## src/dcc_half_bit_decoder_core_defines.svh

```systemverilog
// Assertion macros shared by the half-bit decoder modules.
// Each macro expects signals named clk and rst_n in the enclosing module.
`ifndef DCC_HALF_BIT_DECODER_CORE_DEFINES_SVH
`define DCC_HALF_BIT_DECODER_CORE_DEFINES_SVH

// Same-cycle implication, disabled while reset is asserted.
`define DCC_ASSERT_IMP(label, ante, cons, msg) \
    label: assert property (@(posedge clk) disable iff (!rst_n) (ante) |-> (cons)) \
        else $error(msg);

// Next-cycle implication, disabled while reset is asserted.
`define DCC_ASSERT_NXT(label, ante, cons, msg) \
    label: assert property (@(posedge clk) disable iff (!rst_n) (ante) |=> (cons)) \
        else $error(msg);

`endif

```

## src/dcc_pkg.sv

```systemverilog
// Shared types, codes and constants of the DCC half-bit decoder.
// Used by every module of the block; depends on nothing.
package dcc_pkg;

    localparam int TIMER_BITS_DEF = 16;
    localparam int WORD_BITS_DEF  = 32;
    localparam int CFG_W          = 16;
    localparam int CFG_IDX_W      = 3;
    localparam int DATA_W         = 32;
    localparam int FIFO_DEPTH     = 4;
    localparam int FIFO_PTR_W     = 2;
    localparam int FIFO_CNT_W     = 3;

    // Configuration register indexes.
    localparam logic [CFG_IDX_W-1:0] REG_ONE_MIN       = 3'd0;
    localparam logic [CFG_IDX_W-1:0] REG_ONE_MAX       = 3'd1;
    localparam logic [CFG_IDX_W-1:0] REG_ZERO_MIN      = 3'd2;
    localparam logic [CFG_IDX_W-1:0] REG_ZERO_MAX      = 3'd3;
    localparam logic [CFG_IDX_W-1:0] REG_MAX_ERRORS    = 3'd4;
    localparam logic [CFG_IDX_W-1:0] REG_MAX_BIT_INDEX = 3'd5;

    // Register reset values.
    localparam logic [15:0] ONE_MIN_RST       = 16'd104;
    localparam logic [15:0] ONE_MAX_RST       = 16'd128;
    localparam logic [15:0] ZERO_MIN_RST      = 16'd180;
    localparam logic [15:0] ZERO_MAX_RST      = 16'd20000;
    localparam logic [7:0]  MAX_ERRORS_RST    = 8'd3;
    localparam logic [4:0]  MAX_BIT_INDEX_RST = 5'd31;

    // Event kinds.
    localparam logic [1:0] EV_WORD    = 2'd0;
    localparam logic [1:0] EV_INVALID = 2'd1;
    localparam logic [1:0] EV_LIMIT   = 2'd2;

    // Error classes of an invalid half bit.
    localparam logic [1:0] CLS_NONE  = 2'd0;
    localparam logic [1:0] CLS_SHORT = 2'd1;
    localparam logic [1:0] CLS_GAP   = 2'd2;
    localparam logic [1:0] CLS_LONG  = 2'd3;

    typedef enum logic [1:0] {
        PH_STARTUP = 2'd0,
        PH_SEEK    = 2'd1,
        PH_NORMAL  = 2'd2
    } phase_t;

    typedef struct packed {
        logic [15:0] one_min;
        logic [15:0] one_max;
        logic [15:0] zero_min;
        logic [15:0] zero_max;
        logic [7:0]  max_errors;
        logic [4:0]  max_bit_index;
    } cfg_t;

    typedef struct packed {
        logic       is_one;
        logic       is_zero;
        logic [1:0] err_class;
    } class_t;

    typedef struct packed {
        logic [1:0]        kind;
        logic [DATA_W-1:0] word;
        logic [1:0]        err_class;
        logic              last;
    } result_t;

    typedef struct packed {
        logic    v0;
        logic    v1;
        result_t r0;
        result_t r1;
    } push_t;

endpackage

```

## src/dcc_half_bit_decoder_core.sv

```systemverilog
// Top level of the DCC half-bit decoder: input register, configuration
// registers, phase machine and result queue. Depends on dcc_pkg and all submodules.

// Each input transfer carries the timer count captured at one track-signal edge.
// The period since the previous edge is classified as a one half bit, a zero half
// bit or invalid; matching half bits are paired into bits, and a data word event
// is produced once max_bit_index+1 bits are collected. In the normal phase an
// invalid half bit produces an invalid event with its class, and too many in a
// row add a limit event and send the decoder back to startup. An input item is
// held in an input register, processed once the result queue has room for two
// results, and its zero, one or two results are written into a four-entry result
// queue, whose oldest entry is offered on the output. The block accepts one item
// per cycle as long as the result queue has room for two results; the queue
// drains one output transfer per cycle while out_stall is low, so the sustained
// rate is one item per cycle for items that cause at most one result, and an
// item that causes two results takes two output transfers.
// Configuration writes are taken at any edge with cfg_we high and should only be
// made while the decoder is idle.
module dcc_half_bit_decoder_core #(
    parameter int TIMER_BITS = dcc_pkg::TIMER_BITS_DEF,
    parameter int WORD_BITS  = dcc_pkg::WORD_BITS_DEF
) (
    input  logic                            clk,
    input  logic                            rst_n,
    input  logic                            cfg_we,
    input  logic [dcc_pkg::CFG_IDX_W-1:0]   cfg_index,
    input  logic [dcc_pkg::CFG_W-1:0]       cfg_data,
    input  logic                            in_valid,
    output logic                            in_stall,
    input  logic [TIMER_BITS-1:0]           edge_time,
    output logic                            out_valid,
    input  logic                            out_stall,
    output logic [1:0]                      event_kind,
    output logic [dcc_pkg::DATA_W-1:0]      data_word,
    output logic [1:0]                      error_class,
    output logic                            last
);
    import dcc_pkg::*;

    cfg_t                  cfg_reg, cfg_next;
    logic                  in_valid_reg;
    logic [TIMER_BITS-1:0] edge_reg;
    logic                  space;
    logic                  fire;
    push_t                 push;
    result_t               head;

    // The held item is processed whenever the queue can absorb its results.
    assign fire     = in_valid_reg && space;
    assign in_stall = in_valid_reg && !space;

    // Configuration register file; unknown indexes are ignored.
    always_comb
    begin
        cfg_next = cfg_reg;
        if (cfg_we)
        begin
            case (cfg_index)
                REG_ONE_MIN:       cfg_next.one_min       = cfg_data;
                REG_ONE_MAX:       cfg_next.one_max       = cfg_data;
                REG_ZERO_MIN:      cfg_next.zero_min      = cfg_data;
                REG_ZERO_MAX:      cfg_next.zero_max      = cfg_data;
                REG_MAX_ERRORS:    cfg_next.max_errors    = cfg_data[7:0];
                REG_MAX_BIT_INDEX: cfg_next.max_bit_index = cfg_data[4:0];
                default:           cfg_next = cfg_reg;
            endcase
        end
    end

    always_ff @(posedge clk or negedge rst_n)
    begin
        if (!rst_n)
        begin
            cfg_reg.one_min       <= ONE_MIN_RST;
            cfg_reg.one_max       <= ONE_MAX_RST;
            cfg_reg.zero_min      <= ZERO_MIN_RST;
            cfg_reg.zero_max      <= ZERO_MAX_RST;
            cfg_reg.max_errors    <= MAX_ERRORS_RST;
            cfg_reg.max_bit_index <= MAX_BIT_INDEX_RST;
        end
        else
        begin
            cfg_reg <= cfg_next;
        end
    end

    // Input register: it refills in the same cycle that its item is processed.
    always_ff @(posedge clk or negedge rst_n)
    begin
        if (!rst_n)
        begin
            in_valid_reg <= 1'b0;
        end
        else if (!in_stall)
        begin
            in_valid_reg <= in_valid;
        end
    end

    always_ff @(posedge clk)
    begin
        if (in_valid && !in_stall)
        begin
            edge_reg <= edge_time;
        end
    end

    dcc_fsm #(
        .TIMER_BITS (TIMER_BITS),
        .WORD_BITS  (WORD_BITS)
    ) u_fsm (
        .clk      (clk),
        .rst_n    (rst_n),
        .fire     (fire),
        .now_time (edge_reg),
        .cfg      (cfg_reg),
        .push     (push)
    );

    dcc_result_fifo u_fifo (
        .clk       (clk),
        .rst_n     (rst_n),
        .push      (push),
        .space     (space),
        .out_valid (out_valid),
        .out_stall (out_stall),
        .head      (head)
    );

    assign event_kind  = head.kind;
    assign data_word   = head.word;
    assign error_class = head.err_class;
    assign last        = head.last;

endmodule

```

## src/dcc_classify.sv

```systemverilog
// Period measurement and half-bit classification against the timing windows.
// Depends on dcc_pkg.
module dcc_classify #(
    parameter int TIMER_BITS = dcc_pkg::TIMER_BITS_DEF
) (
    input  logic [TIMER_BITS-1:0] now_time,
    input  logic [TIMER_BITS-1:0] prev_time,
    input  dcc_pkg::cfg_t         cfg,
    output dcc_pkg::class_t       cls
);
    import dcc_pkg::*;

    localparam int CMP_W = (TIMER_BITS > 16) ? TIMER_BITS : 16;

    logic [TIMER_BITS-1:0] period;
    logic [CMP_W-1:0]      p;
    logic [CMP_W-1:0]      one_min;
    logic [CMP_W-1:0]      one_max;
    logic [CMP_W-1:0]      zero_min;
    logic [CMP_W-1:0]      zero_max;

    // The subtraction wraps at the timer width, matching a free-running counter.
    assign period   = now_time - prev_time;
    assign p        = CMP_W'(period);
    assign one_min  = CMP_W'(cfg.one_min);
    assign one_max  = CMP_W'(cfg.one_max);
    assign zero_min = CMP_W'(cfg.zero_min);
    assign zero_max = CMP_W'(cfg.zero_max);

    always_comb
    begin
        cls.is_one    = (p >= one_min) && (p <= one_max);
        cls.is_zero   = (p >= zero_min) && (p <= zero_max);
        // Later tests take precedence when several match.
        cls.err_class = CLS_NONE;
        if (p < one_min)
        begin
            cls.err_class = CLS_SHORT;
        end
        if ((p > one_max) && (p < zero_min))
        begin
            cls.err_class = CLS_GAP;
        end
        if (p > zero_max)
        begin
            cls.err_class = CLS_LONG;
        end
    end

endmodule

```

## src/dcc_fsm.sv

```systemverilog
// Phase machine, bit assembly and error counting of the half-bit decoder.
// Depends on dcc_pkg, dcc_classify and the assertion macro header.
`include "dcc_half_bit_decoder_core_defines.svh"

module dcc_fsm #(
    parameter int TIMER_BITS = dcc_pkg::TIMER_BITS_DEF,
    parameter int WORD_BITS  = dcc_pkg::WORD_BITS_DEF
) (
    input  logic                  clk,
    input  logic                  rst_n,
    input  logic                  fire,
    input  logic [TIMER_BITS-1:0] now_time,
    input  dcc_pkg::cfg_t         cfg,
    output dcc_pkg::push_t        push
);
    import dcc_pkg::*;

    phase_t                phase_reg, phase_next;
    logic                  prev_half_reg, prev_half_next;
    logic                  bit_end_due_reg, bit_end_due_next;
    logic [7:0]            error_run_reg, error_run_next;
    logic [WORD_BITS-1:0]  shift_word_reg, shift_word_next;
    logic [5:0]            bits_held_reg, bits_held_next;
    logic [TIMER_BITS-1:0] prev_time_reg;

    class_t               cls;
    logic                 valid_half;
    logic                 half;
    logic [WORD_BITS-1:0] shifted;
    logic [5:0]           bits_inc;
    logic [7:0]           err_inc;
    logic                 limit_hit;

    dcc_classify #(
        .TIMER_BITS (TIMER_BITS)
    ) u_classify (
        .now_time  (now_time),
        .prev_time (prev_time_reg),
        .cfg       (cfg),
        .cls       (cls)
    );

    assign valid_half = cls.is_one || cls.is_zero;
    assign half       = cls.is_one;
    assign shifted    = {shift_word_reg[WORD_BITS-2:0], half};
    assign bits_inc   = bits_held_reg + 6'd1;
    assign err_inc    = (error_run_reg == 8'hFF) ? 8'hFF : (error_run_reg + 8'd1);
    assign limit_hit  = err_inc > cfg.max_errors;

    always_ff @(posedge clk or negedge rst_n)
    begin
        if (!rst_n)
        begin
            phase_reg       <= PH_STARTUP;
            prev_half_reg   <= 1'b0;
            bit_end_due_reg <= 1'b0;
            error_run_reg   <= 8'd0;
            shift_word_reg  <= '0;
            bits_held_reg   <= 6'd0;
            prev_time_reg   <= '0;
        end
        else if (fire)
        begin
            phase_reg       <= phase_next;
            prev_half_reg   <= prev_half_next;
            bit_end_due_reg <= bit_end_due_next;
            error_run_reg   <= error_run_next;
            shift_word_reg  <= shift_word_next;
            bits_held_reg   <= bits_held_next;
            prev_time_reg   <= now_time;
        end
    end

    always_comb
    begin
        phase_next       = phase_reg;
        prev_half_next   = prev_half_reg;
        bit_end_due_next = bit_end_due_reg;
        error_run_next   = error_run_reg;
        shift_word_next  = shift_word_reg;
        bits_held_next   = bits_held_reg;
        push             = '0;

        case (phase_reg)
            PH_SEEK:
            begin
                if (valid_half)
                begin
                    if (half != prev_half_reg)
                    begin
                        bit_end_due_next = 1'b1;
                        phase_next       = PH_NORMAL;
                    end
                    prev_half_next = half;
                end
                else
                begin
                    phase_next = PH_STARTUP;
                end
            end
            PH_NORMAL:
            begin
                if (valid_half)
                begin
                    if ((half == prev_half_reg) && bit_end_due_reg)
                    begin
                        // Second matching half closes a bit.
                        shift_word_next  = shifted;
                        bits_held_next   = bits_inc;
                        bit_end_due_next = 1'b0;
                        error_run_next   = 8'd0;
                        if (bits_inc > {1'b0, cfg.max_bit_index})
                        begin
                            push.v0           = fire;
                            push.r0.kind      = EV_WORD;
                            push.r0.word      = DATA_W'(shifted);
                            push.r0.err_class = CLS_NONE;
                            push.r0.last      = 1'b1;
                            shift_word_next   = '0;
                            bits_held_next    = 6'd0;
                        end
                    end
                    else
                    begin
                        bit_end_due_next = 1'b1;
                    end
                    prev_half_next = half;
                end
                else
                begin
                    push.v0           = fire;
                    push.r0.kind      = EV_INVALID;
                    push.r0.word      = '0;
                    push.r0.err_class = cls.err_class;
                    push.r0.last      = !limit_hit;
                    error_run_next    = err_inc;
                    if (limit_hit)
                    begin
                        phase_next        = PH_STARTUP;
                        push.v1           = fire;
                        push.r1.kind      = EV_LIMIT;
                        push.r1.word      = '0;
                        push.r1.err_class = CLS_NONE;
                        push.r1.last      = 1'b1;
                    end
                end
            end
            default:
            begin
                // Startup, and the unused code, which behaves as startup.
                if (valid_half)
                begin
                    bit_end_due_next = 1'b0;
                    error_run_next   = 8'd0;
                    prev_half_next   = half;
                    phase_next       = PH_SEEK;
                end
            end
        endcase
    end

    `DCC_ASSERT_IMP(a_second_needs_first, push.v1, push.v0 && !push.r0.last, "second result without first")
    `DCC_ASSERT_NXT(a_limit_to_startup, push.v1, phase_reg == PH_STARTUP, "limit did not return to startup")
    `DCC_ASSERT_IMP(a_bits_held_range, 1'b1, bits_held_reg[5] == 1'b0, "bit count past word")

endmodule

```

## src/dcc_result_fifo.sv

```systemverilog
// Four-entry result queue that takes up to two results per cycle and gives one per cycle while not stalled.
// Depends on dcc_pkg and the assertion macro header.
`include "dcc_half_bit_decoder_core_defines.svh"

module dcc_result_fifo (
    input  logic             clk,
    input  logic             rst_n,
    input  dcc_pkg::push_t   push,
    output logic             space,
    output logic             out_valid,
    input  logic             out_stall,
    output dcc_pkg::result_t head
);
    import dcc_pkg::*;

    result_t               mem [FIFO_DEPTH];
    logic [FIFO_PTR_W-1:0] wr_ptr_reg, wr_ptr_next;
    logic [FIFO_PTR_W-1:0] rd_ptr_reg, rd_ptr_next;
    logic [FIFO_CNT_W-1:0] count_reg, count_next;
    logic [FIFO_PTR_W-1:0] wr_ptr_plus;
    logic                  pop;

    assign out_valid   = count_reg != '0;
    assign pop         = out_valid && !out_stall;
    // Room for the worst case of two results, counted before this cycle's pop.
    assign space       = count_reg <= FIFO_CNT_W'(FIFO_DEPTH - 2);
    assign head        = mem[rd_ptr_reg];
    assign wr_ptr_plus = wr_ptr_reg + FIFO_PTR_W'(1);

    always_comb
    begin
        wr_ptr_next = wr_ptr_reg + FIFO_PTR_W'(push.v0) + FIFO_PTR_W'(push.v1);
        rd_ptr_next = rd_ptr_reg + FIFO_PTR_W'(pop);
        count_next  = count_reg + FIFO_CNT_W'(push.v0) + FIFO_CNT_W'(push.v1)
                      - FIFO_CNT_W'(pop);
    end

    always_ff @(posedge clk)
    begin
        if (push.v0)
        begin
            mem[wr_ptr_reg] <= push.r0;
        end
        if (push.v1)
        begin
            mem[wr_ptr_plus] <= push.r1;
        end
    end

    always_ff @(posedge clk or negedge rst_n)
    begin
        if (!rst_n)
        begin
            wr_ptr_reg <= '0;
            rd_ptr_reg <= '0;
            count_reg  <= '0;
        end
        else
        begin
            wr_ptr_reg <= wr_ptr_next;
            rd_ptr_reg <= rd_ptr_next;
            count_reg  <= count_next;
        end
    end

    `DCC_ASSERT_IMP(a_count_bound, 1'b1, count_reg <= FIFO_CNT_W'(FIFO_DEPTH), "queue overfilled")
    `DCC_ASSERT_NXT(a_pop_only, pop && !push.v0 && !push.v1, count_reg == $past(count_reg) - FIFO_CNT_W'(1), "pop miscounted")
    `DCC_ASSERT_IMP(a_push_room, push.v0, space, "push without room")

endmodule
```

## config.mk

```make
export PLATFORM = sky130hd
export DESIGN_NAME = dcc_half_bit_decoder_core
export DESIGN_NICKNAME = d
export VERILOG_FILES = /design/src/dcc_pkg.sv /design/src/dcc_half_bit_decoder_core.sv /design/src/dcc_classify.sv /design/src/dcc_fsm.sv /design/src/dcc_result_fifo.sv
export VERILOG_INCLUDE_DIRS = /design/src /design/src/src
export SDC_FILE = /design/constraint.sdc
export NUM_CORES = 1
export LEC_CHECK = 0
export BUFFER_PORTS_ARGS = -buffer_cell sky130_fd_sc_hd__buf_2
export CORE_MARGIN = 2
export CORE_UTILIZATION = 41
export CTS_BUF_LIST = sky130_fd_sc_hd__clkbuf_8
export CTS_CLUSTER_DIAMETER = 50
export DETAILED_ROUTE_END_ITERATION = 8
export PLACE_DENSITY_LB_ADDON = 0.05
export SLEW_MARGIN = 25
export SYNTH_ARGS = -nofsm -noshare
export SYNTH_HDL_FRONTEND = slang
export SYNTH_HIERARCHICAL = 1
export SYNTH_SLANG_ARGS = --single-unit
```

## constraint.sdc

```tcl
create_clock -name clk -period 10.7 [get_ports clk]
set_input_delay 2.14 -clock clk [delete_from_list [all_inputs] [get_ports clk]]
set_output_delay 2.14 -clock clk [all_outputs]
set_load 0.1 [all_outputs]
```

# ---- Word-level counts from Yosys, hierarchy flattened
# Memories as Yosys holds them, arrays and structs flattened.
# Cells that the tools add are included.
dict set report classes {
  n_addsub 10
  n_lt_le_gt_ge 11
  n_eq_ne 15
  muxes 37
  n_bitwise 1
  n_reduce_logical 28
}
# cell n
set op_table {}
lappend op_table {{37-bit two-way mux} 4}
lappend op_table {{76-bit two-way mux} 1}
lappend op_table {{35-bit two-way mux} 1}
lappend op_table {{16-bit >= comparator} 2}
lappend op_table {{16-bit > comparator} 2}
lappend op_table {{16-bit less-or-equal comparator} 2}
lappend op_table {{16-bit < comparator} 2}
lappend op_table {{8-bit two-way mux} 4}
lappend op_table {{31-bit two-way mux} 1}
lappend op_table {{8-bit one-hot mux with 2 select lines} 1}
lappend op_table {{16-bit subtractor} 1}
lappend op_table {{1-bit two-way mux} 15}
lappend op_table {{2-bit two-way mux} 7}
lappend op_table {{2-bit AND reduction} 7}
lappend op_table {{8-bit by 1-bit adder with 8-bit output, second input constant} 1}
lappend op_table {{8-bit equality test, second input constant} 1}
lappend op_table {{8-bit > comparator} 1}
lappend op_table {{1-bit logical AND} 8}
lappend op_table {{4-bit AND reduction} 2}
lappend op_table {{2-bit by 1-bit adder with 2-bit output} 3}
lappend op_table {{3-bit by 1-bit adder with 3-bit output} 2}
lappend op_table {{6-bit by 1-bit adder with 6-bit output, second input constant} 1}
lappend op_table {{3-bit by 2-bit equality test with 1-bit output, second input constant} 2}
lappend op_table {{3-bit equality test, second input constant} 2}
lappend op_table {{other kinds (23)} 29}
dict set report totals {
  ff_bits 166
  ramBits 148
  inputBits 40
  out_inout_bits 39
  word_cells 121
  n_memories 1
}
# name depth width read_ports rd_ports_with_merged_regs wr line_no
set mem_list {}
lappend mem_list {u_fifo.mem 4 37 1 0 2 dcc_result_fifo.sv:16} ;# result_t mem [FIFO_DEPTH];

# ---- Logic depth before layout (Yosys ltp)
# Gate-level depths: netlist (run 1).
dict set report depth {
  word_depth 11
  depth_mapped 27
  depth_no_buf 26
}

# ---- Hierarchy
# Netlist (run 1), hierarchy kept.
# module instances cells_per_inst area_each_um2 seq_area_each_um2
set by_module_without_submodules {}
lappend by_module_without_submodules {dcc_result_fifo 1 393 7656.1 4619.4}
lappend by_module_without_submodules {dcc_fsm 1 428 3893.7 1626.6}
lappend by_module_without_submodules {dcc_half_bit_decoder_core 1 189 3508.4 2457.4}
lappend by_module_without_submodules {dcc_classify 1 352 2476.1 0.0}

# ---- Least setup slack after synthesis (run 1)
# No wires, ideal clock.
dict set report synth_path {
  path_type {flip-flop to flip-flop}
  start {reg edge_reg[6]}
  end {mem u_fifo/mem[0][0] in the netlist's numbering, enable pin}
  setup_ps 487
  t_arrival_ps 7204
  t_required_ps 10213
  path_slack_ps 3009
  stages_incl_launch_ff 20
  n_path_buf 1
  period_less_slack_ps 7691
  cell_sequence {edfxtp_1 -> ha_1 -> a2111oi_1 -> a21oi_1 -> a211o_1 -> nor3b_1 -> a211oi_1 -> ha_1 -> nand4_1 -> or4_4 -> o221a_1 -> or2_1 -> o21a_1 -> buf_6 -> xnor2_1 -> and2_1 -> o21ai_0 -> a21oi_1 -> inv_1 -> o31ai_1}
}
# item line_no
set synth_lines {}
lappend synth_lines {{start: declaration} dcc_half_bit_decoder_core.sv:42} ;# logic [TIMER_BITS-1:0] edge_reg;
lappend synth_lines {{start signal: assignment} dcc_half_bit_decoder_core.sv:104} ;# edge_reg <= edge_time;
lappend synth_lines {{end: declaration} dcc_result_fifo.sv:16}

==> metrics.cfg, run 1 <==
[setup_path]
cpPeakStageDelay_ns=0.66
crit_path_cell_trace=ha_1 > a2111oi_1 > a21oi_1 > a211o_1 > a211oi_1 > ha_1 > nand4_1 > nor2_1 > a221o_1 > or4_1 > o21a_1 > nor2_2 > o21ai_0 > o21bai_1 > nor2_1 > nand3_2 > buf_4 > o31ai_4 > buf_4
worst_ep_arrival_time_ns=7.73
crit_type=reg2reg
r2r-start=edge_reg[6]$_DFFE_PP_
cp.required_ns=10.96
cpMaxStageDelayCell=nand3_2
cp-startpoint=edge_reg[6]$_DFFE_PP_
path_depth=19
start_kind=flop
critPathBufInv=2
crit_fanout=37
reg2reg_depth=19
end_kind=flop
critPathTopFamily=compound AO/OA/AOI/OAI gates

[power]
vdd_ir_drop_max_uv=253
intPower_mw=3.00
switching_share_pct=46.3
p_switching_mw=2.58
seq_power_share_pct=28.0
p_per_area_nw_per_um2=289
leakage_nw=8.51
pwr-share-clk_pct=19.0
combPwrFrac_pct=52.9

[global_routing]
grt_remaining_overflow=0
first_global_vias=11200
antenna_found_initial=0
grt_pass1_wl_um=63600
grt_usage_pct=18.6
grt_max_degree=100

[hold_path]
hp-class=reg2reg
min-delay-start=u_fsm/shift_word_reg[30]$_DFFE_PN0P_
hold_depth=2

[sta]
min_period_ns=7.47
maxClockFrequency_mhz=134
slew_headroom_pct=35.1
final_max_slew_viol_count=0
finalSetupTns_ns=0
period_share_pct=69.8
setup_viol=0
grt_setup_unrepaired=false
hold_ws_ns=0.472
tightest_slew_ns=0.964
skew_ns=0.0286
hold_viol=0

[logic_synthesis]
avgSynthCellArea_um2=12.9
yosysMostFrequentCell=mux2_2
yosysSeqAreaShare_pct=49.6
syn_area_um2=17500
synth_commonest_cells=mux2_2 (210), edfxtp_1 (164), dfrtp_1 (130)
synth_cells=1362
yosysTopAreaCellShare_pct=28.1
synth_area_leaders=edfxtp_1 (28%), dfrtp_1 (19%), mux2_2 (13%), ha_1 (7.1%), mux4_2 (4.8%)
yosysTopAreaCell=edfxtp_1
synthDistinctLibCells=81
synthArstFlopShare_pct=47.8
ys_ff_latch=314
ys.warnings.count=6
ys.flop_type=edfxtp_1
synth_edf_count=164

[placed_design]
dp.cells=1938
gp_congestion=0.780
io_buffer_count=78
dp.final_hpwl_um=25700

[floorplanning]
rows=75
die_y_um=211
core-area_um2=42000
initial_core_util_pct=41.7
die_w_um=211
io_pins=79
dieArea_um2=44400

[clocking]
postCtsSetupBuffers=0
ctsHoldBuffers=0
clk_pin_slew_ns=0.06
cts_sinks=314
post_cts_resized=0
clkLatencyLatePin_ns=0.64
cts_max_path_buffers=3
clockRootBuffer=clkbuf_8
h-tree-depth=2
tritoncts=built
cts-buffers-inserted=57

[final_layout]
diodes=0
final_cells=2045
fill_cells=3887
postLayoutCoreUtil_pct=45.9
final_nets=1601
syn_to_final_growth_pct=10.1
largest_register_ffs=148
drive_gt1_share_pct=33.7

[detailed_routing]
drc=0
ant_nets=0
wl_per_cell_um=19.4
totalWireLength_um=39800
dr.first_iter.drc_count=384
first_pass_iters=4
viasPerCell=5.15
vias=10500

[flow_run]
cap_violations=0

[status]
status=finished, final reports clean

layout by cell type (no fill, tap or decap), types with 9 or more instances in the layout:
master / netlist / layout
mux2_2: 210 / 210
edfxtp_1: 164 / 164
inv_1: 102 / 131
dfrtp_1: 130 / 128
nand2_1: 109 / 109
ha_1: 99 / 99
buf_2: 13 / 77
clkbuf_8: 0 / 62
o21ai_0: 50 / 49
a21oi_1: 42 / 42
mux4_2: 37 / 37
conb_1: 1 / 36
and2_2: 30 / 30
nor2_1: 25 / 24
dfstp_2: 20 / 20
mux2_4: 19 / 19
nand3_1: 19 / 19
nand4_1: 17 / 17
buf_4: 43 / 14
mux2_1: 14 / 14
o21a_1: 13 / 13
nor2b_1: 14 / 13
o21ai_1: 13 / 13
xnor2_1: 12 / 12
nand2b_1: 10 / 10
xor2_1: 10 / 10
a21o_1: 10 / 10
and3_1: 9 / 9
power groups by stage:
stage	registers [mW]	logic, mW	clock network, mW
floorplan	1.52	2.37	0
global placement	1.58	2.95	0
detailed placement	1.59	2.97	0
CTS	1.57	2.99	1.11
global route	1.59	3.29	1.16
finish	1.56	2.96	1.06
cell families (layout without fill, tap and decap cells):
group / after synthesis / after routing / synth area share [%]
DFF: 314 / 314 / 49.6
xor gates and xnor gates: 22 / 22 / 1.10
AOI/OAI and AO/OA: 170 / 170 / 6.21
and+or+nand+nor: 276 / 276 / 8.54
buffers and inverters: 192 / 301 / 5.98
adders and majority gates: 103 / 103 / 7.52
other: 1 / 36 / 0.0214
muxes: 284 / 284 / 21.0
routing by layer:
layer	wire length [µm]	track usage, %	vias to the layer above
li1	-	-	5107
met1	18100	24.1	5202
met2	19500	32.0	164
met3	1310	2.94	58
met4	881	5.97	0
met5	0	0	-
stage by stage:
step / setup slack (ns) / total power, mW / cell area [µm²]
3_3_place_gp: 3.44 / 4.53 / 18200
4_1_cts: 3.18 / 5.66 / 19300
5_1_grt: 2.67 / 6.04 / 19300
6_report: 3.23 / 5.58 / 19300
2_1_floorplan: 3.01 / 3.89 / 17700
3_5_place_dp: 3.21 / 4.56 / 18200
worst min-delay path: stages, from the launching register on:
cell and delay [ns]:
dfrtp_1 0.34, nand2_1 0.04, o21ai_0 0.06
area by class of cell:
| cell class | instances | area, µm² | share of cell area [%] |
|---|---|---|---|
| sequential | 314 | 8710 | 45.1 |
| multi-input combinational | 891 | 7960 | 41.3 |
| clock buffer | 61 | 840 | 4.35 |
| tap | 539 | 674 | 3.49 |
| timing repair buffer | 92 | 504 | 2.61 |
| inverter | 102 | 383 | 1.98 |
| clock inverter | 46 | 228 | 1.18 |
path summary, 6_finish.rpt:
path                                                   endpoint  slack [ns]
max                                 u_fifo/mem[0][31]$_DFFE_PP_        3.23
min                        u_fsm/shift_word_reg[30]$_DFFE_PN0P_        0.47
max reg2reg                         u_fifo/mem[0][31]$_DFFE_PP_        3.23
min reg2reg                u_fsm/shift_word_reg[30]$_DFFE_PN0P_        0.47
max in group asynchronous        u_fifo/rd_ptr_reg[1]$_DFF_PN0_        7.71
min in group asynchronous               cfg_reg[53]$_DFFE_PN0P_        1.62
Power figures use the tool's default switching activity.
==> inputs of run 2 (changes only) <==
Clock period 10.7 ns to 7.4 ns, I/O delays scaled along.
==> run 2 against run 1 <==
  * Count of clock-buffer cells in the layout increased by 6
  * Sequential share of layout area decreased by 0.31 points
  * Utilization increased by 0.30 points
  * Combinational power increased by 49%
  * Global-route usage about the same
  * Final cell count increased by 0.49%
  * Non-clock buffer count increased by 10
  * Via count increased by 0.28%
  * Register-to-register slack got worse by 2.5 ns
  * Largest cell class unchanged
==> metrics.cfg, run 2 (synthesized netlist as in run 1, its figures left out) <==
[status]
status=finished, final reports clean

[clocking]
tritoncts=built
clockRootBuffer=clkbuf_8
h-tree-depth=2  ; unchanged
cts_max_path_buffers=3  ; unchanged
clkLatencyLatePin_ns=0.64  ; about the same
cts_sinks=314  ; unchanged
cts-buffers-inserted=57  ; unchanged
clk_pin_slew_ns=0.06  ; about the same

[detailed_routing]
viasPerCell=5.14  ; -0.21%
wl_per_cell_um=19.3  ; -0.45%
first_pass_iters=5  ; +1
totalWireLength_um=39800  ; about the same
dr.first_iter.drc_count=437  ; +14%
ant_nets=0  ; unchanged
drc=0  ; unchanged
vias=10600  ; +0.28%

[final_layout]
final_common_cell=mux2_2
syn_to_final_growth_pct=10.8
drive_gt1_share_pct=34.5  ; +0.83 points
postLayoutCoreUtil_pct=46.2  ; +0.30 points
final_cell_mix=mux2_2 (210), edfxtp_1 (164), dfrtp_1 (128), inv_1 (126), nand2_1 (109)
fin_area_um2=19400  ; +0.66%
diodes=0  ; unchanged
final_cells=2055  ; +0.49%
largest_register_ffs=148  ; unchanged
final_nets=1611  ; +0.62%

[setup_path]
reg2reg_depth=21  ; +2
start_kind=flop
cp.required_ns=7.93  ; -3.03 ns
worst_ep_arrival_time_ns=7.21  ; -0.52 ns
crit_fanout=8  ; -78%
r2r_slack_ns=0.72  ; -2.51 ns
crit_type=reg2reg
r2r-start=edge_reg[6]$_DFFE_PP_
r2r-end=u_fifo/count_reg[2]$_DFF_PN0_
end_kind=flop

[hold_path]
hold_depth=2  ; unchanged
hp-class=reg2reg
worstHoldEndpoint=u_fsm/shift_word_reg[30]$_DFFE_PN0P_
min-delay-start=u_fsm/shift_word_reg[30]$_DFFE_PN0P_

[sta]
slew_headroom_pct=38.8  ; +3.6 points
grt_setup_unrepaired=false
finalSetupTns_ns=0  ; unchanged
setup_viol=0  ; unchanged
min_period_ns=6.68  ; -0.794 ns
tightest_slew_ns=0.919  ; -0.0457 ns
final_max_slew_viol_count=0  ; unchanged
hold_viol=0  ; unchanged
maxClockFrequency_mhz=150  ; +12%
period_share_pct=90.2  ; +20 points
hold_ws_ns=0.467  ; -0.00458 ns
skew_ns=0.0346  ; +0.00601 ns

[flow_run]
cap_violations=0  ; unchanged

[placed_design]
place_area_um2=18300  ; +0.54%
io_buffer_count=78  ; unchanged
dp.final_hpwl_um=26300  ; +2.6%
dp.cells=1948  ; +0.52%
gp_congestion=0.790  ; +1.2%

[global_routing]
grt_remaining_overflow=0  ; unchanged
grt_usage_pct=18.6  ; about the same
first_global_vias=11200  ; +0.063%
grt_pass1_wl_um=63800  ; +0.41%
antenna_found_initial=0  ; unchanged
grt_max_degree=108  ; +8.0%

[floorplanning]
die_y_um=211  ; unchanged
die_w_um=211  ; unchanged
rows=75  ; unchanged
initial_core_util_pct=41.7  ; unchanged
core-area_um2=42000  ; unchanged
io_pins=79  ; unchanged
dieArea_um2=44400  ; unchanged

[power]
vdd_ir_drop_max_uv=351  ; +39%
leakage_nw=8.58  ; +0.84%
p_per_area_nw_per_um2=421  ; +46%

run 2: cell count changes in the layout (fill, tap and decap cells not counted):
cell        previous run  this run
clkinv_4               1         0
clkinv_2               4         7
buf_12                 0         2
bufinv_16              1         0
clkbuf_8              62        68
inv_1                131       126
dfrtp_2                1         2
clkinvlp_4             5         1
nor2_2                 1         2
buf_4                 14        22
inv_6                  0         2
nor2_1                24        23
dfrtp_4                1         0
run 2: what timing repair did:
action	in CTS	in global routing
endpoints found under the setup margin	0	4
hold buffers	0	0
gates resized for setup	0	1
buffers inserted	0	0
run 2: worst max path at each step:
stage / start / to / slack (ns) / cells after the start
CTS: edge_reg[6]$_DFFE_PP_ / u_fifo/mem[2][33]$_DFFE_PP_ / 0.53 / 18
global route: edge_reg[6]$_DFFE_PP_ / u_fifo/count_reg[2]$_DFF_PN0_ / 0.23 / 21
detailed placement: edge_reg[6]$_DFFE_PP_ / u_fifo/mem[2][10]$_DFFE_PP_ / 0.59 / 18
finish: edge_reg[6]$_DFFE_PP_ / u_fifo/count_reg[2]$_DFF_PN0_ / 0.72 / 21
floorplan: edge_reg[6]$_DFFE_PP_ / u_fifo/mem[3][0]$_DFFE_PP_ / 0.62 / 17
global placement: edge_reg[6]$_DFFE_PP_ / u_fifo/mem[2][34]$_DFFE_PP_ / 0.74 / 18
run 2: area by class of cell:
class,instances,area (µm²)
clock inverter,40,173
clock buffer,67,922
tap,539,674
multi-input combinational,891,7960
timing repair buffer,102,604
sequential,314,8710
fill,3883,22600
inverter,102,383
run 2: critical path, stage by stage (launching register included):
cell and delay [ns]:
edfxtp_1 0.39, ha_1 0.37, a2111oi_1 0.52, a21oi_1 0.18
a211o_1 0.34, a211oi_1 0.57, ha_1 0.24, nand4_1 0.14
or4_4 0.44, o221a_1 0.28, or2_1 0.26, o21a_1 0.21
xnor2_1 0.34, and2_1 0.22, o21ai_0 0.14, a21oi_1 0.40
inv_1 0.16, ha_1 0.32, inv_1 0.05, fa_1 0.43
fa_1 0.42, xnor2_1 0.14
run 2: routing by layer:
metal / GRT usage (%) / vias up / part of all wire [%]
met4: 6.44 / 0 / 2.9
li1: - / 5121 / -
met2: 31.7 / 187 / 49
met3: 3.05 / 72 / 3.7
met1: 24.1 / 5180 / 45
met5: 0 / - / 0
run 2: through the flow:
| stage | power, mW | setup WS [ns] |
|---|---|---|
| 2_1_floorplan | 5.62 | 0.619 |
| 3_3_place_gp | 6.61 | 0.743 |
| 3_5_place_dp | 6.65 | 0.594 |
| 4_1_cts | 8.29 | 0.532 |
| 5_1_grt | 8.81 | 0.229 |
| 6_report | 8.18 | 0.723 |
run 2: report_power, final:
group / internal, mW / leakage (nW) / switching [mW]
clock network: 0.822 / 0.656 / 0.747
registers: 2.08 / 3.44 / 0.134
logic: 1.49 / 4.48 / 2.90
==> inputs of run 3 (changes only) <==
Settings changed: PLACE_DENSITY_LB_ADDON 0.05 to 0.1, SETUP_SLACK_MARGIN set to 0.5.
Clock period 7.4 ns to 8.3 ns, I/O delays scaled along.
==> run 3 against run 2 <==
  * Power is 10% lower
  * Critical path depth is 2 lower
  * Largest power group unchanged
  * Sequential power is 10% lower
  * Critical endpoint is now u_fifo/mem[3][2]$_DFFE_PP_
  * Critical path type unchanged
==> metrics.cfg, run 3 (synthesized netlist as in run 1, its figures left out) <==
[status]
status=finished, final reports clean

[final_layout]
postLayoutCoreUtil_pct=46.4  ; +0.15 points
area.sequential_um2=8710  ; unchanged
syn_to_final_growth_pct=11.1
multi_input_area_um2=7960  ; about the same
final_nets=1607  ; -0.25%
final_common_cell=mux2_2
largest_register_ffs=148  ; unchanged
drive_gt1_share_pct=34.4  ; -0.064 points
diodes=0  ; unchanged
final_cell_mix=mux2_2 (210), edfxtp_1 (164), dfrtp_1 (128), inv_1 (127), nand2_1 (109)
fill_cells=3867  ; -0.41%

[sta]
maxClockFrequency_mhz=145  ; -3.2%
finalSetupTns_ns=0  ; unchanged
hold_viol=0  ; unchanged
grt_setup_unrepaired=false
slew_headroom_pct=42.7  ; +3.9 points
skew_ns=0.0372  ; +0.00256 ns
period_share_pct=83.1  ; -7.1 points
min_period_ns=6.90  ; +0.222 ns
tightest_slew_ns=0.858  ; -0.0606 ns
final_max_slew_viol_count=0  ; unchanged
setup_ws_ns=1.40  ; +0.678 ns
setup_viol=0  ; unchanged

[detailed_routing]
drc=0  ; unchanged
viasPerCell=5.14  ; about the same
wl_per_cell_um=19.0  ; -1.8%
vias=10500  ; -0.10%
totalWireLength_um=39000  ; -1.9%
ant_nets=0  ; unchanged
dr.first_iter.drc_count=401  ; -8.2%
first_pass_iters=4  ; -1

[clocking]
h-tree-depth=2  ; unchanged
cts-buffers-inserted=58  ; +1.8%
ctsHoldBuffers=0  ; unchanged
cts_max_path_buffers=3  ; unchanged
post_cts_resized=0  ; unchanged
cts_sinks=314  ; unchanged
postCtsSetupBuffers=0  ; unchanged
clk_pin_slew_ns=0.06  ; about the same
clkLatencyLatePin_ns=0.65  ; about the same
tritoncts=built
clockRootBuffer=clkbuf_8

[hold_path]
hp-class=reg2reg

[setup_path]
worst_ep_arrival_time_ns=7.23  ; +0.02 ns
path_depth=19  ; -9.5%
r2r-start=edge_reg[1]$_DFFE_PP_
reg2reg_depth=19  ; -9.5%
crit_path_cell_trace=ha_1 > nor2b_1 > o31ai_1 > a21oi_1 > a211o_1 > a211oi_1 > ha_1 > nand4_1 > nor2_1 > a221o_1 > or4_1 > o21a_1 > nor2_2 > o21ai_0 > o21bai_1 > nor2_1 > mux2i_1 > nor2b_4 > buf_4
cp-startpoint=edge_reg[1]$_DFFE_PP_
r2r-end=u_fifo/mem[3][2]$_DFFE_PP_
end_kind=flop
critPathBufInv=1  ; -1
crit_type=reg2reg
crit_fanout=22  ; +14
start_kind=flop
critPathTopFamily=compound AO/OA/AOI/OAI gates
r2r_slack_ns=1.40  ; +0.68 ns
cpMaxStageDelayCell=nor2b_4
cp.required_ns=8.63  ; +0.70 ns
cp-endpoint=u_fifo/mem[3][2]$_DFFE_PP_
cpPeakStageDelay_ns=0.75  ; +0.18 ns

[power]
vdd_ir_drop_max_uv=249  ; -29%
leakage_nw=8.62  ; +0.44%
p_per_area_nw_per_um2=376  ; -11%

[floorplanning]
die_y_um=211  ; unchanged
io_pins=79  ; unchanged
dieArea_um2=44400  ; unchanged
rows=75  ; unchanged
die_w_um=211  ; unchanged
initial_core_util_pct=41.7  ; unchanged
core-area_um2=42000  ; unchanged

[placed_design]
gp_congestion=0.830  ; +5.1%
dp.final_hpwl_um=25300  ; -3.9%
io_buffer_count=78  ; unchanged
place_worst_setup_slack_ns=1.37  ; +0.777 ns

[flow_run]
cap_violations=0  ; unchanged

[global_routing]
antenna_found_initial=0  ; unchanged
grt_pass1_wl_um=62900  ; -1.4%
grt_max_degree=84  ; -22%
grt_remaining_overflow=0  ; unchanged
first_global_vias=11300  ; +1.5%
grt_usage_pct=18.3  ; -0.35 points

[run 3: per-stage QoR]
stage / cell area [µm²] / hold WS, ns / power, mW / std cells
after global placement: 18300 / 0.463 / 5.80 / 1943
after detailed placement: 18300 / 0.487 / 5.83 / 1943
after global routing: 19500 / 0.523 / 7.90 / 2052
after floorplan: 17700 / 0.442 / 5.01 / 1397
after CTS: 19500 / 0.502 / 7.42 / 2052
final: 19500 / 0.500 / 7.33 / 2052
[run 3: worst reg2reg max path, cell delays in order (launching register included)]
cell and delay, ns:
edfxtp_1 0.41, ha_1 0.31, nor2b_1 0.14, o31ai_1 0.44
a21oi_1 0.18, a211o_1 0.34, a211oi_1 0.54, ha_1 0.38
nand4_1 0.17, nor2_1 0.07, a221o_1 0.28, or4_1 0.47
o21a_1 0.27, nor2_2 0.25, o21ai_0 0.16, o21bai_1 0.22
nor2_1 0.56, mux2i_1 0.33, nor2b_4 0.75, buf_4 0.32
[run 3: metal layers]
metal  share of wire (%)  vias up  GRT usage (%)
met5                   0        -              0
met3                 3.4       65           2.74
met2                  50      174           32.1
li1                    -     5117              -
met1                  44     5193           23.1
met4                 2.4        0           5.93
[run 3: cell type report]
cell class,count,area share [%]
tap,539,3.46
timing repair buffer,97,2.79
clock inverter,41,1.46
clock buffer,68,4.80
multi-input combinational,891,40.9
sequential,314,44.7
inverter,102,1.96
[run 3: where the power goes]
part	total [mW]	internal [mW]	switching (mW)
Combinational	3.80	1.30	2.50
Sequential	1.99	1.86	0.137
Clock	1.54	0.871	0.667
Total	7.33	4.03	3.30
[run 3: worst min-delay path by stage]
| stage | from | end | slack, ns | cells past startpoint |
|---|---|---|---|---|
| after floorplan | u_fsm/shift_word_reg[30]$_DFFE_PN0P_ | u_fsm/shift_word_reg[30]$_DFFE_PN0P_ | 0.44 | 2 |
| after global placement | u_fsm/shift_word_reg[30]$_DFFE_PN0P_ | u_fsm/shift_word_reg[30]$_DFFE_PN0P_ | 0.46 | 2 |
| after detailed placement | u_fsm/shift_word_reg[30]$_DFFE_PN0P_ | u_fsm/shift_word_reg[30]$_DFFE_PN0P_ | 0.49 | 2 |
| after CTS | u_fsm/shift_word_reg[30]$_DFFE_PN0P_ | u_fsm/shift_word_reg[30]$_DFFE_PN0P_ | 0.50 | 2 |
| after global routing | cfg_reg[17]$_DFFE_PN0P_ | cfg_reg[17]$_DFFE_PN0P_ | 0.52 | 1 |
| final | u_fsm/shift_word_reg[30]$_DFFE_PN0P_ | u_fsm/shift_word_reg[30]$_DFFE_PN0P_ | 0.50 | 2 |
